## config.mk

```make
export PLATFORM = sky130hd
export DESIGN_NAME = tbhu_sqrt
export DESIGN_NICKNAME = d
export VERILOG_FILES = /design/src/rtl/core/tbhu_pkg.sv /design/src/rtl/core/tbhu_sqrt.sv
export SDC_FILE = /design/constraint.sdc
export NUM_CORES = 2
export LEC_CHECK = 0
export ABC_CLOCK_PERIOD_IN_PS = 3600
export BUFFER_PORTS_ARGS = -buffer_cell sky130_fd_sc_hd__buf_2
export CAP_MARGIN = 40
export CORE_MARGIN = 2
export CORE_UTILIZATION = 64
export CTS_CLUSTER_SIZE = 10
export DETAILED_ROUTE_END_ITERATION = 8
export PLACE_DENSITY = 0.92
export SLEW_MARGIN = 20
export SYNTH_ARGS = -nofsm -noshare
export SYNTH_HDL_FRONTEND = slang
export SYNTH_SLANG_ARGS = --single-unit
```

## constraint.sdc

```tcl
create_clock -name clk -period 3.6 [get_ports clk]
set_input_delay 0.72 -clock clk [delete_from_list [all_inputs] [get_ports clk]]
set_output_delay 0.72 -clock clk [all_outputs]
set_load 0.01 [all_outputs]
```

## src/rtl/core/tbhu_pkg.sv

```systemverilog
// Shared widths, register indexes and defaults for the terrain brush height update block.
package tbhu_pkg;

  localparam int COORD_W       = 24;
  localparam int RADIUS_W      = 16;
  localparam int STRENGTH_W    = 16;
  localparam int DIR_W         = 2;
  localparam int CFG_IDX_W     = 3;
  localparam int DIFF_W        = COORD_W + 1;
  localparam int SQ_W          = 2 * DIFF_W;
  localparam int D2_W          = SQ_W + 2;
  localparam int ROOT_W        = D2_W / 2;
  localparam int INC_W         = STRENGTH_W + 1;
  localparam int FRAC_BITS_DEF = 8;

  localparam logic [RADIUS_W-1:0]   RADIUS_RST   = 16'd1280;
  localparam logic [STRENGTH_W-1:0] STRENGTH_RST = 16'd256;

  typedef enum logic [CFG_IDX_W-1:0] {
    CFG_BRUSH_X  = 3'd0,
    CFG_BRUSH_Z  = 3'd1,
    CFG_CURSOR_X = 3'd2,
    CFG_CURSOR_Z = 3'd3,
    CFG_RADIUS   = 3'd4,
    CFG_STRENGTH = 3'd5,
    CFG_DIR      = 3'd6
  } cfg_idx_t;

  localparam logic [DIR_W-1:0] DIR_NONE  = 2'b00;
  localparam logic [DIR_W-1:0] DIR_RAISE = 2'b01;
  localparam logic [DIR_W-1:0] DIR_LOW2  = 2'b10;
  localparam logic [DIR_W-1:0] DIR_LOWER = 2'b11;

endpackage

```

## src/rtl/core/tbhu_sqrt.sv

```systemverilog
// Pipelined integer square root, one result bit per stage.
module tbhu_sqrt #(
  parameter int IN_W  = tbhu_pkg::D2_W,
  parameter int TAG_W = 1
) (
  input  logic                 clk,
  input  logic                 rst_n,
  input  logic                 en,
  input  logic                 in_valid,
  input  logic [IN_W-1:0]      in_rad,
  input  logic [TAG_W-1:0]     in_tag,
  output logic                 out_valid,
  output logic [IN_W/2-1:0]    out_root,
  output logic [TAG_W-1:0]     out_tag
);

  localparam int RW    = IN_W / 2;
  localparam int REM_W = RW + 3;

  logic [IN_W-1:0]  n_r    [0:RW-1];
  logic [REM_W-1:0] rem_r  [0:RW-1];
  logic [RW-1:0]    root_r [0:RW-1];
  logic [TAG_W-1:0] tag_r  [0:RW-1];
  logic [RW-1:0]    v_r;

  wire [IN_W-1:0]  n_s    [0:RW-1];
  wire [REM_W-1:0] rem_s  [0:RW-1];
  wire [RW-1:0]    root_s [0:RW-1];
  wire [TAG_W-1:0] tag_s  [0:RW-1];
  wire [RW-1:0]    v_s;

  genvar k;
  generate
    for (k = 0; k < RW; k++) begin : g_stage
      logic [REM_W-1:0] rem_sh;
      logic [REM_W-1:0] trial;
      logic             ge;

      // stage source: module inputs or previous stage
      if (k == 0) begin : g_src_in
        assign n_s[k]    = in_rad;
        assign rem_s[k]  = '0;
        assign root_s[k] = '0;
        assign tag_s[k]  = in_tag;
        assign v_s[k]    = in_valid;
      end else begin : g_src_prev
        assign n_s[k]    = n_r[k-1];
        assign rem_s[k]  = rem_r[k-1];
        assign root_s[k] = root_r[k-1];
        assign tag_s[k]  = tag_r[k-1];
        assign v_s[k]    = v_r[k-1];
      end

      // bring down two radicand bits, try root*4+1
      always_comb begin
        rem_sh = {rem_s[k][REM_W-3:0], n_s[k][IN_W-1 -: 2]};
        trial  = {1'b0, root_s[k], 2'b01};
        ge     = (rem_sh >= trial);
      end

      always_ff @(posedge clk) begin
        if (!rst_n) begin
          v_r[k] <= 1'b0;
        end else if (en) begin
          v_r[k] <= v_s[k];
        end
      end

      always_ff @(posedge clk) begin
        if (en) begin
          n_r[k]    <= {n_s[k][IN_W-3:0], 2'b00};
          rem_r[k]  <= ge ? (rem_sh - trial) : rem_sh;
          root_r[k] <= {root_s[k][RW-2:0], ge};
          tag_r[k]  <= tag_s[k];
        end
      end
    end
  endgenerate

  assign out_valid = v_r[RW-1];
  assign out_root  = root_r[RW-1];
  assign out_tag   = tag_r[RW-1];

endmodule

```

==> summary.md <==
| Metric | Value |
|---|---|
| Die span in x | `about 350 um` |
| Final hold vios | `0` |
| Antenna diodes | `0` |
| Worst slew pin tran | `approximately 0.77 ns` |
| Hold path startpoint | `in_rad[41]` |
| Vias per inst | `around 6.1` |
| Max FO, Critical Path | `22` |
| Worst hold path depth | `1` |
| Core ar. | `approximately 120000 um2` |
| Detailed Route Iter0 Violations | `approximately 5k` |
| CP Launch Type | `register` |
| Remaining DRCs | `0` |
| Layout area overhead | `11.2%` |
| Syn nets | `roughly 6.5k` |
| Slew margin rel. | `around 48%` |
| Syn_area_per_cell | `between 10 and 15 um2` |
| WL final | `approximately 170 mm` |
| Fin Clk Skew | `approximately 0.038 ns` |
| Main combinational cell family by area after synthesis | `simple AND/OR/NAND/NOR gates` |
| Hold path endpoint | `n_r[0][41]` |
| Die footprint | `125000 um2` |
| Worst-path clk slew | `about 0.05 ns` |
| CP Data Required Time | `~4.2 ns` |
| IO buf count | `84` |
| CP arrival | `approximately 4 ns` |
| Status | `finished clean` |
| Cells on worst reg2reg path | `8` |
| Drt wl/cell | `around 21 um` |
| CTS Sinks | `approximately 1.7k` |
| Hold crit path type | `in2reg` |
| H-tree depth | `4` |
| Fin area | `87300 um2` |
| Vias in the first global route | `49.0k` |
| Root Buffer | `clkbuf_16` |
| Commonest non-fill, non-tap cells in the layout | `1666 x edfxtp_1, 480 x inv_1, 437 x nand2_1` |
| Worst-skew pair later-pin latency | `around 0.83 ns` |
| Final total power | `about 54 mW` |
| Largest net degree at the start of global routing | `122` |
| Initial Utilization | `64.5%` |
| Initial antenna violation count | `0` |
| Synth Area in Simple Gates | `between 10% and 20%` |
| Hold-fix buffers, CTS | `0` |
| Fin crit share | `between 90% and 100%` |
| Xor/xnor share of the synthesized area | `around 5.8%` |
| Via count | `slightly below 50k` |
| Placer congestion estimate | `just over 0.9` |
| Synth Area in Compound Gates | `9.38%` |
| Pwr Density | `approximately 600 nW/um2` |
| Worst reg2reg startpoint | `rem_r[0][281]` |
| Fraction of registers with async set/reset | `0%` |
| Post-route setup TNS | `0 ns` |
| Reg2reg end | `rem_r[0][295]` |
| Num CTS Buffers | `roughly 190` |
| Mux contribution to synthesized area | `1.27%` |
| CTS tree | `done` |
| First-pass GRT wire length | `~260 mm` |
| Primary FF master, synth | `edfxtp_1` |
| Hold WS | `between 0.06 and 0.07 ns` |
| Endpoint class of the critical path | `register` |
| Netlist cell types | `just under 90` |
| Flops & latches, synth | `between 1.5k and 2k` |
| Commonest non-fill, non-tap cell in the layout | `edfxtp_1` |
| Post-DP HPWL | `~110 mm` |
| GRT Total Usage | `a little over a quarter` |
| IR drop worst, VDD | `around 0.66 mV` |
| Slew Limit Fails | `0` |
| Leakage | `~34 nW` |
| # rows | `128` |
| Layout cells sized above 1 | `8.80%` |
| Fin nets | `6782` |
| I/O Pins | `85` |
| Total gr overflow | `0` |
| Mapped Area | `a little under 80000 um2` |
| Reg2reg setup slack | `about 0.17 ns` |
| Crit Path Category | `reg2reg` |
| Die Ht | `about 350 um` |
| FMAX | `a little under 300 MHz` |
| Max Cap Violations | `0` |
| RSZ-0062 raised after global routing | `no` |
| Detailed Routing Iterations Pass 1 | `8` |
| Yosys warning total | `0` |
| Clock Path Buffers | `3` |
| Final setup violation count | `0` |
| Final ANT Viol Nets | `0` |
| Post-synthesis instance total | `slightly above 6k` |
| Adder-Cell Fraction of Synth Area | `under 10%` |
| Seq/Total Area, Yosys | `between 60% and 70%` |
| Min Tclk post-route | `roughly 3.4 ns` |
| Post-synth EDFFs | `roughly 1.7k` |
| Post-Place Cell Area | `a little over 80000 um2` |
## state kept, by name, indices dropped and copies added, names as in the netlist
name and count:
tag_r 26, rem_r 639, v_r 25, root_r 351
out_valid 1, n_r 650
## Yosys cell counts, types with 18 or more instances
master / number / area [um2]
edfxtp_1: 1666 / 50000
inv_1: 481 / 1810
nand2_1: 437 / 1640
ha_1: 379 / 4740
nor2_1: 332 / 1250
o21ai_0: 322 / 1610
a21oi_1: 319 / 1600
xnor2_1: 266 / 2330
xor2_1: 251 / 2200
nor3_1: 154 / 771
a21o_1: 150 / 1130
clkbuf_1: 110 / 413
nand3_1: 110 / 551
nand2b_1: 79 / 494
nor4_1: 77 / 482
nand4_1: 68 / 425
nor2b_1: 67 / 419
o21a_1: 57 / 428
mux2_2: 52 / 586
or3_1: 47 / 294
a211oi_1: 42 / 315
mux2i_1: 41 / 410
o31ai_1: 40 / 300
a31oi_1: 38 / 238
or2_2: 36 / 225
or4_1: 36 / 270
and3_1: 34 / 213
o21bai_1: 29 / 218
and2_1: 28 / 175
dfxtp_1: 26 / 521
o211ai_1: 23 / 173
nor3b_1: 18 / 135
## layout make-up
| cell class | count | area, um2 |
|---|---|---|
| clock buffer | 220 | 4890 |
| clock inverter | 27 | 450 |
| fill | 7697 | 34500 |
| inverter | 484 | 1820 |
| multi-input combinational | 3756 | 25700 |
| sequential | 1692 | 50500 |
| tap | 1625 | 2030 |
| timing repair buffer | 221 | 1840 |
## worst max-delay path by stage
stage,slack (ns),start,end
global route,0.002,rem_r[1][64],rem_r[1][111]
detailed placement,0.18,rem_r[1][174],rem_r[1][229]
floorplan,0.47,rem_r[1][93],rem_r[1][128]
finish,0.17,rem_r[0][281],rem_r[0][295]
CTS,0.07,root_r[1][84],rem_r[1][133]
global placement,0.29,rem_r[1][93],rem_r[1][136]
## report_power, final
group / switching (mW) / internal, mW
Clock: 7.43 / 9.71
Sequential: 1.63 / 24.7
Combinational: 5.99 / 4.33
Total: 15.1 / 38.7
## routing by layer
metal	share of wire (%)	routed length, um	global-route usage [%]
met1	39	64600	32.5
met2	52	87000	47.5
met3	5.6	9420	3.78
met4	3.7	6240	10.3
met5	0	0	0
## stage by stage
stage                     setup WS (ns)  std cells  utilization (%)
after floorplan                   0.471       6058                -
after global placement            0.294       7775             67.3
after detailed placement          0.185       7775             67.3
after CTS                        0.0653       8022             71.6
after global routing            0.00155       8025             71.7
final                             0.173       8025             71.7
## worst max-delay path, cell delays in order (launching register included)
cell and delay [ns]:
edfxtp_1 0.47, nor4_1 0.45, nand2b_1 0.14, or4_1 0.49
a21oi_1 0.25, nand2_1 0.17, nor2_1 0.34, clkinvlp_4 0.47
mux2_2 0.40
## kinds of logic (layout without fill, tap and decap cells)
logic type	count (synthesis)	in the layout
buffers and inverters	610	952
DFF	1692	1692
other	1	1
muxes	93	93
xor gates and xnor gates	517	517
adders and majority gates	379	379
and+or+nand+nor	1595	1595
AOI/OAI and AO/OA	1171	1171
## timing repair
item,CTS,global route
buffers inserted,0,3
endpoints found under the setup margin,0,30
resized for setup,0,8
No activity file was read; power rests on OpenSTA's default activity.
