### config.mk
export PLATFORM = sky130hd
export DESIGN_NAME = tbhu_div
export DESIGN_NICKNAME = d
export VERILOG_FILES = /design/src/rtl/core/tbhu_pkg.sv /design/src/rtl/core/tbhu_div.sv
export SDC_FILE = /design/constraint.sdc
export NUM_CORES = 2
export LEC_CHECK = 0
export BUFFER_PORTS_ARGS = -buffer_cell sky130_fd_sc_hd__buf_2
export CORE_MARGIN = 5
export CORE_UTILIZATION = 48
export DETAILED_ROUTE_END_ITERATION = 6
export PLACE_DENSITY = 0.6
export SYNTH_ARGS = -nofsm -noshare
export SYNTH_HDL_FRONTEND = slang
export SYNTH_SLANG_ARGS = --single-unit
### constraint.sdc
create_clock -name clk -period 4.4 [get_ports clk]
set_input_delay 0.44 -clock clk [delete_from_list [all_inputs] [get_ports clk]]
set_output_delay 0.44 -clock clk [all_outputs]
set_load 0.005 [all_outputs]
### src/rtl/core/tbhu_pkg.sv
// Shared widths, register indexes and defaults for the terrain brush height update block.
package tbhu_pkg;

  localparam int COORD_W       = 24;
  localparam int RADIUS_W      = 16;
  localparam int STRENGTH_W    = 16;
  localparam int DIR_W         = 2;
  localparam int CFG_IDX_W     = 3;
  localparam int DIFF_W        = COORD_W + 1;
  localparam int SQ_W          = 2 * DIFF_W;
  localparam int D2_W          = SQ_W + 2;
  localparam int ROOT_W        = D2_W / 2;
  localparam int INC_W         = STRENGTH_W + 1;
  localparam int FRAC_BITS_DEF = 8;

  localparam logic [RADIUS_W-1:0]   RADIUS_RST   = 16'd1280;
  localparam logic [STRENGTH_W-1:0] STRENGTH_RST = 16'd256;

  typedef enum logic [CFG_IDX_W-1:0] {
    CFG_BRUSH_X  = 3'd0,
    CFG_BRUSH_Z  = 3'd1,
    CFG_CURSOR_X = 3'd2,
    CFG_CURSOR_Z = 3'd3,
    CFG_RADIUS   = 3'd4,
    CFG_STRENGTH = 3'd5,
    CFG_DIR      = 3'd6
  } cfg_idx_t;

  localparam logic [DIR_W-1:0] DIR_NONE  = 2'b00;
  localparam logic [DIR_W-1:0] DIR_RAISE = 2'b01;
  localparam logic [DIR_W-1:0] DIR_LOW2  = 2'b10;
  localparam logic [DIR_W-1:0] DIR_LOWER = 2'b11;

endpackage

### src/rtl/core/tbhu_div.sv
// Pipelined restoring divider, one quotient bit per stage.
module tbhu_div #(
  parameter int NUM_W = tbhu_pkg::STRENGTH_W + tbhu_pkg::FRAC_BITS_DEF,
  parameter int DEN_W = tbhu_pkg::ROOT_W,
  parameter int TAG_W = 1
) (
  input  logic              clk,
  input  logic              rst_n,
  input  logic              en,
  input  logic              in_valid,
  input  logic [NUM_W-1:0]  in_num,
  input  logic [DEN_W-1:0]  in_den,
  input  logic [TAG_W-1:0]  in_tag,
  output logic              out_valid,
  output logic [NUM_W-1:0]  out_quo,
  output logic [TAG_W-1:0]  out_tag
);

  logic [NUM_W-1:0] num_r [0:NUM_W-1];
  logic [DEN_W-1:0] den_r [0:NUM_W-1];
  logic [DEN_W-1:0] rem_r [0:NUM_W-1];
  logic [NUM_W-1:0] quo_r [0:NUM_W-1];
  logic [TAG_W-1:0] tag_r [0:NUM_W-1];
  logic [NUM_W-1:0] v_r;

  wire [NUM_W-1:0] num_s [0:NUM_W-1];
  wire [DEN_W-1:0] den_s [0:NUM_W-1];
  wire [DEN_W-1:0] rem_s [0:NUM_W-1];
  wire [NUM_W-1:0] quo_s [0:NUM_W-1];
  wire [TAG_W-1:0] tag_s [0:NUM_W-1];
  wire [NUM_W-1:0] v_s;

  genvar k;
  generate
    for (k = 0; k < NUM_W; k++) begin : g_stage
      logic [DEN_W:0] rem_sh;
      logic           ge;

      if (k == 0) begin : g_src_in
        assign num_s[k] = in_num;
        assign den_s[k] = in_den;
        assign rem_s[k] = '0;
        assign quo_s[k] = '0;
        assign tag_s[k] = in_tag;
        assign v_s[k]   = in_valid;
      end else begin : g_src_prev
        assign num_s[k] = num_r[k-1];
        assign den_s[k] = den_r[k-1];
        assign rem_s[k] = rem_r[k-1];
        assign quo_s[k] = quo_r[k-1];
        assign tag_s[k] = tag_r[k-1];
        assign v_s[k]   = v_r[k-1];
      end

      // shift in next numerator bit, subtract divisor if it fits
      always_comb begin
        rem_sh = {rem_s[k], num_s[k][NUM_W-1]};
        ge     = (rem_sh >= {1'b0, den_s[k]});
      end

      always_ff @(posedge clk) begin
        if (!rst_n) begin
          v_r[k] <= 1'b0;
        end else if (en) begin
          v_r[k] <= v_s[k];
        end
      end

      always_ff @(posedge clk) begin
        if (en) begin
          num_r[k] <= {num_s[k][NUM_W-2:0], 1'b0};
          den_r[k] <= den_s[k];
          rem_r[k] <= ge ? DEN_W'(rem_sh - {1'b0, den_s[k]}) : rem_sh[DEN_W-1:0];
          quo_r[k] <= {quo_s[k][NUM_W-2:0], ge};
          tag_r[k] <= tag_s[k];
        end
      end
    end
  endgenerate

  assign out_valid = v_r[NUM_W-1];
  assign out_quo   = quo_r[NUM_W-1];
  assign out_tag   = tag_r[NUM_W-1];

endmodule

==> summary by stage <==
Worst hold path
Counting instances, the worst hold path has a depth of 1. The tightest min-delay check is of the primary input to register type.

Placement
Routability-driven placement finished with a final weighted congestion of 0.922. The HPWL after detailed placement is 156,000 um. Port buffering added 80 buffers.

Cells and area
After the last flow step, the layout net total stands at 8,450. At the end of the flow the core is filled with cells to 0.538. The fraction of final layout cells sized beyond drive strength 1 is 0.100. The synthesis-to-layout area growth is 11.5%.

Synth
The synthesized design contains 1,796 enable-type register cells. After technology mapping, the gate count stands at 7,555. The sequential fraction of the synthesis area is 0.585. After synthesis, the cell types taking the most area are edfxtp_1 (58%), ha_1 (8.1%), mux2_2 (3.2%), inv_1 (3.0%), a21oi_1 (3.0%). The async set-or-reset flop fraction in the synthesized netlist is 0.

Yosys printed 0 warnings. Among all flip-flop cells after synthesis, the most frequent one is edfxtp_1. In the synthesized netlist, the cells that appear most often are edfxtp_1 (1,796), inv_1 (756), ha_1 (600). The average instance in the mapped netlist occupies 12.3 um^2. The netlist area before placement is 93,100 um^2.

The leading area contributor after synthesis is edfxtp_1. edfxtp_1 is the most common cell in the netlist. The distinct cell type count after synthesis is 88. The synthesized netlist net count is 8,232. The share of synthesized area in the top cell type comes to 0.580. In this run, synthesis produced a sequential element count of 1,820.

Setup path
The most critical setup path has its startpoint at rem_r[0][78]. STA classifies the critical path startpoint as a register. The data arrival time of the worst path is 4.59 ns. The largest fanout on the critical path is 18. The end of the critical path is rem_r[0][120]. The worst register-to-register path begins at rem_r[0][78]. The critical path class is register to register. The path depth of the worst reg2reg path is 12. The endpoint of the lowest-slack register-to-register path is rem_r[0][120].

For the worst setup path, the data required time is 4.97 ns. In this run the register-to-register setup slack is 0.37 ns. The nature of the critical path endpoint is a register.

Power
Of the total power, registers draw 0.364. The power density over the cells is 722 nW/um^2. Summed over all nets, the switching power comes to 26.7 mW. For this design the static power due to leakage is 41.2 nW. The design draws 74.9 mW. The share of total power dissipated in combinational logic is 0.413. IR analysis of the VDD net gives a maximum drop of 0.421 mV. Of the total power, the share spent switching nets is 0.357.

Of the total power, the clock network draws 0.223. Cell internal power was estimated by the tool at 48.2 mW.

Route
For this run, the detailed router's first-pass iteration total came to 6. The post-route DRC violation count is 0. The length of routed wiring on met1 is 98,400 um. The final layout contains routed wiring with a total length of 210,000 um. The count of routing violations after the opening detailed-route iteration is 4,636. In the detailed route, the total length drawn on met2 is 97,200 um.

The via count is 58,400. In the final routed layout, each cell accounts on average for 20.1 um. The number of antenna-violating nets in the routed design is 0. The met3 wirelength from detailed routing is 9230 um. Routed signal wires occupy layers up through met4. Dividing the detail-routed via count by the number of cells gives 5.58.

STA
At the pin with the least slew margin, the transition time is 0.947 ns. Setup total negative slack on the finished layout was measured at 0 ns. The number of hold violations in the final report is 0. Of the available clock period, the critical path in the final layout requires 0.915.

For the finished layout, the period the worst path requires is 4.03 ns. On the final layout, the worst clock skew is 0.0335 ns. Based on the critical path, the design can be clocked at up to 248 MHz. Setup repair after global routing left no endpoint under its margin. The final-report setup violation count is 0. The count of final max-slew check failures is 0.

The worst max-slew margin expressed relative to the limit is 0.369.

Run status
The run finished with clean final reports.

Clock tree
The tree is rooted in a clkbuf_16. In this run, post-CTS repair resized a total of 0 instances. Clock-pin slew was measured on the worst setup and hold paths at 0.06 ns.

The number of CTS-inserted buffers is 195. At the later pin of the worst-skew pair, clock insertion delay measures 0.83 ns. The tree built by TritonCTS fans out to 1,820 sinks. TritonCTS built the clock tree. The number of buffers on the longest clock path is 3.

CTS built an H-tree with a depth of 4.

Global routing
The number of antenna violations at the first check in global routing is 8. In the global route stage, overall resource usage came out at 0.204. Entering global routing, the biggest net connects 153 pins. The number of global-route vias before repair came to 57,100.

The global-route wire length before repair is 327,000 um. The total grt overflow is 0.

Floorplanning
The initial standard-cell utilization of the core is 0.483. In this run the core area contains 161 standard-cell rows. The width of the die is 450 um. After floorplanning, the core was sized to cover 193,000 um^2.

The number of placed I/O pins is 81. The vertical extent of the die is 450 um. The die covers 203,000 um^2.

Run
Max-cap violations in this run came to 0.
[timing repair]
action / 4_1_cts / 5_1_grt
buffers inserted: 0 / 0
hold endpoints to repair: 75 / 0
hold buffers: 54 / 0
[sequential cells by signal, summed over array words and instances, names as in the netlist]
name / cells
den_r: 598
rem_r: 598
quo_r: 300
num_r: 276
tag_r: 24
v_r: 23
out_valid: 1
[metrics by stage]
| step | hold slack [ns] | setup slack, ns | instance area (um^2) | cells |
|---|---|---|---|---|
| 2_1_floorplan | 0.400 | 0.939 | 93100 | 7555 |
| 3_3_place_gp | 0.400 | 0.364 | 96700 | 10000 |
| 3_5_place_dp | 0.405 | 0.401 | 96700 | 10000 |
| 4_1_cts | 0.0690 | 0.379 | 104000 | 10500 |
| 5_1_grt | 0.0909 | 0.207 | 104000 | 10500 |
| 6_report | 0.114 | 0.373 | 104000 | 10500 |
[layout by cell type (no fill, tap or decap), types with 95 or more instances in the layout]
cell	netlist	routed
ha_1	600	600
clkbuf_16	0	197
nand3_1	104	104
xnor2_1	305	305
nand2_1	443	443
edfxtp_1	1796	1796
nor2_1	370	370
o21ai_0	407	407
a21oi_1	560	560
xor2_1	162	162
a21o_1	289	289
inv_1	756	756
mux2_2	266	266
nand4_1	95	95
[cells by family (layout without fill, tap and decap cells)]
family,count (synthesis),in the layout,share of synthesized area
compound gates,1880,1880,0.128
xor+xnor,467,467,0.0440
fa+ha+maj,622,622,0.0854
buf+inv,964,1341,0.0406
flops,1820,1820,0.585
mux,329,329,0.0399
other cells,0,2,0
simple gates,1473,1473,0.0771
[worst min path at each step]
stage                        from             to  slack, ns
global route                   en   num_r[0][54]       0.09
detailed placement  num_r[0][131]  num_r[0][155]       0.40
finish                         en   num_r[0][54]       0.11
floorplan            num_r[0][76]  num_r[0][100]       0.40
global placement     num_r[0][81]  num_r[0][105]       0.40
CTS                            en   num_r[0][54]       0.07
[metal layers]
layer	GRT usage	up-vias
li1	-	28400
met1	0.290	28300
met2	0.329	1282
met3	0.0277	331
met4	0.0556	0
met5	0	-
[critical path: stages, from the launching register on]
cell,delay (ns)
edfxtp_1,0.44
ha_1,0.35
nor2b_1,0.14
o21ai_0,0.11
a21o_1,0.26
a2111oi_0,0.62
buf_4,0.22
nor3_1,0.08
or2_2,0.32
o21ai_0,0.36
a21o_1,0.20
buf_4,0.28
mux2_2,0.40
[power groups by stage]
stage	Combinational [mW]	Clock, mW	Sequential, mW
finish	31.0	16.7	27.3
floorplan	23.6	0	26.0
global placement	30.3	0	27.6
global route	34.3	17.9	27.6
CTS	30.9	17.2	27.3
detailed placement	30.6	0	27.6
[layout make-up]
type,count,area [um^2]
sequential,1820,54400
multi-input combinational,4771,34900
antenna,2,5.00
tap,2526,3160
clock inverter,120,1410
clock buffer,236,5130
inverter,758,2850
timing repair buffer,227,1850
fill,16200,89100
Note: power is estimated with default switching activity, not from simulation.
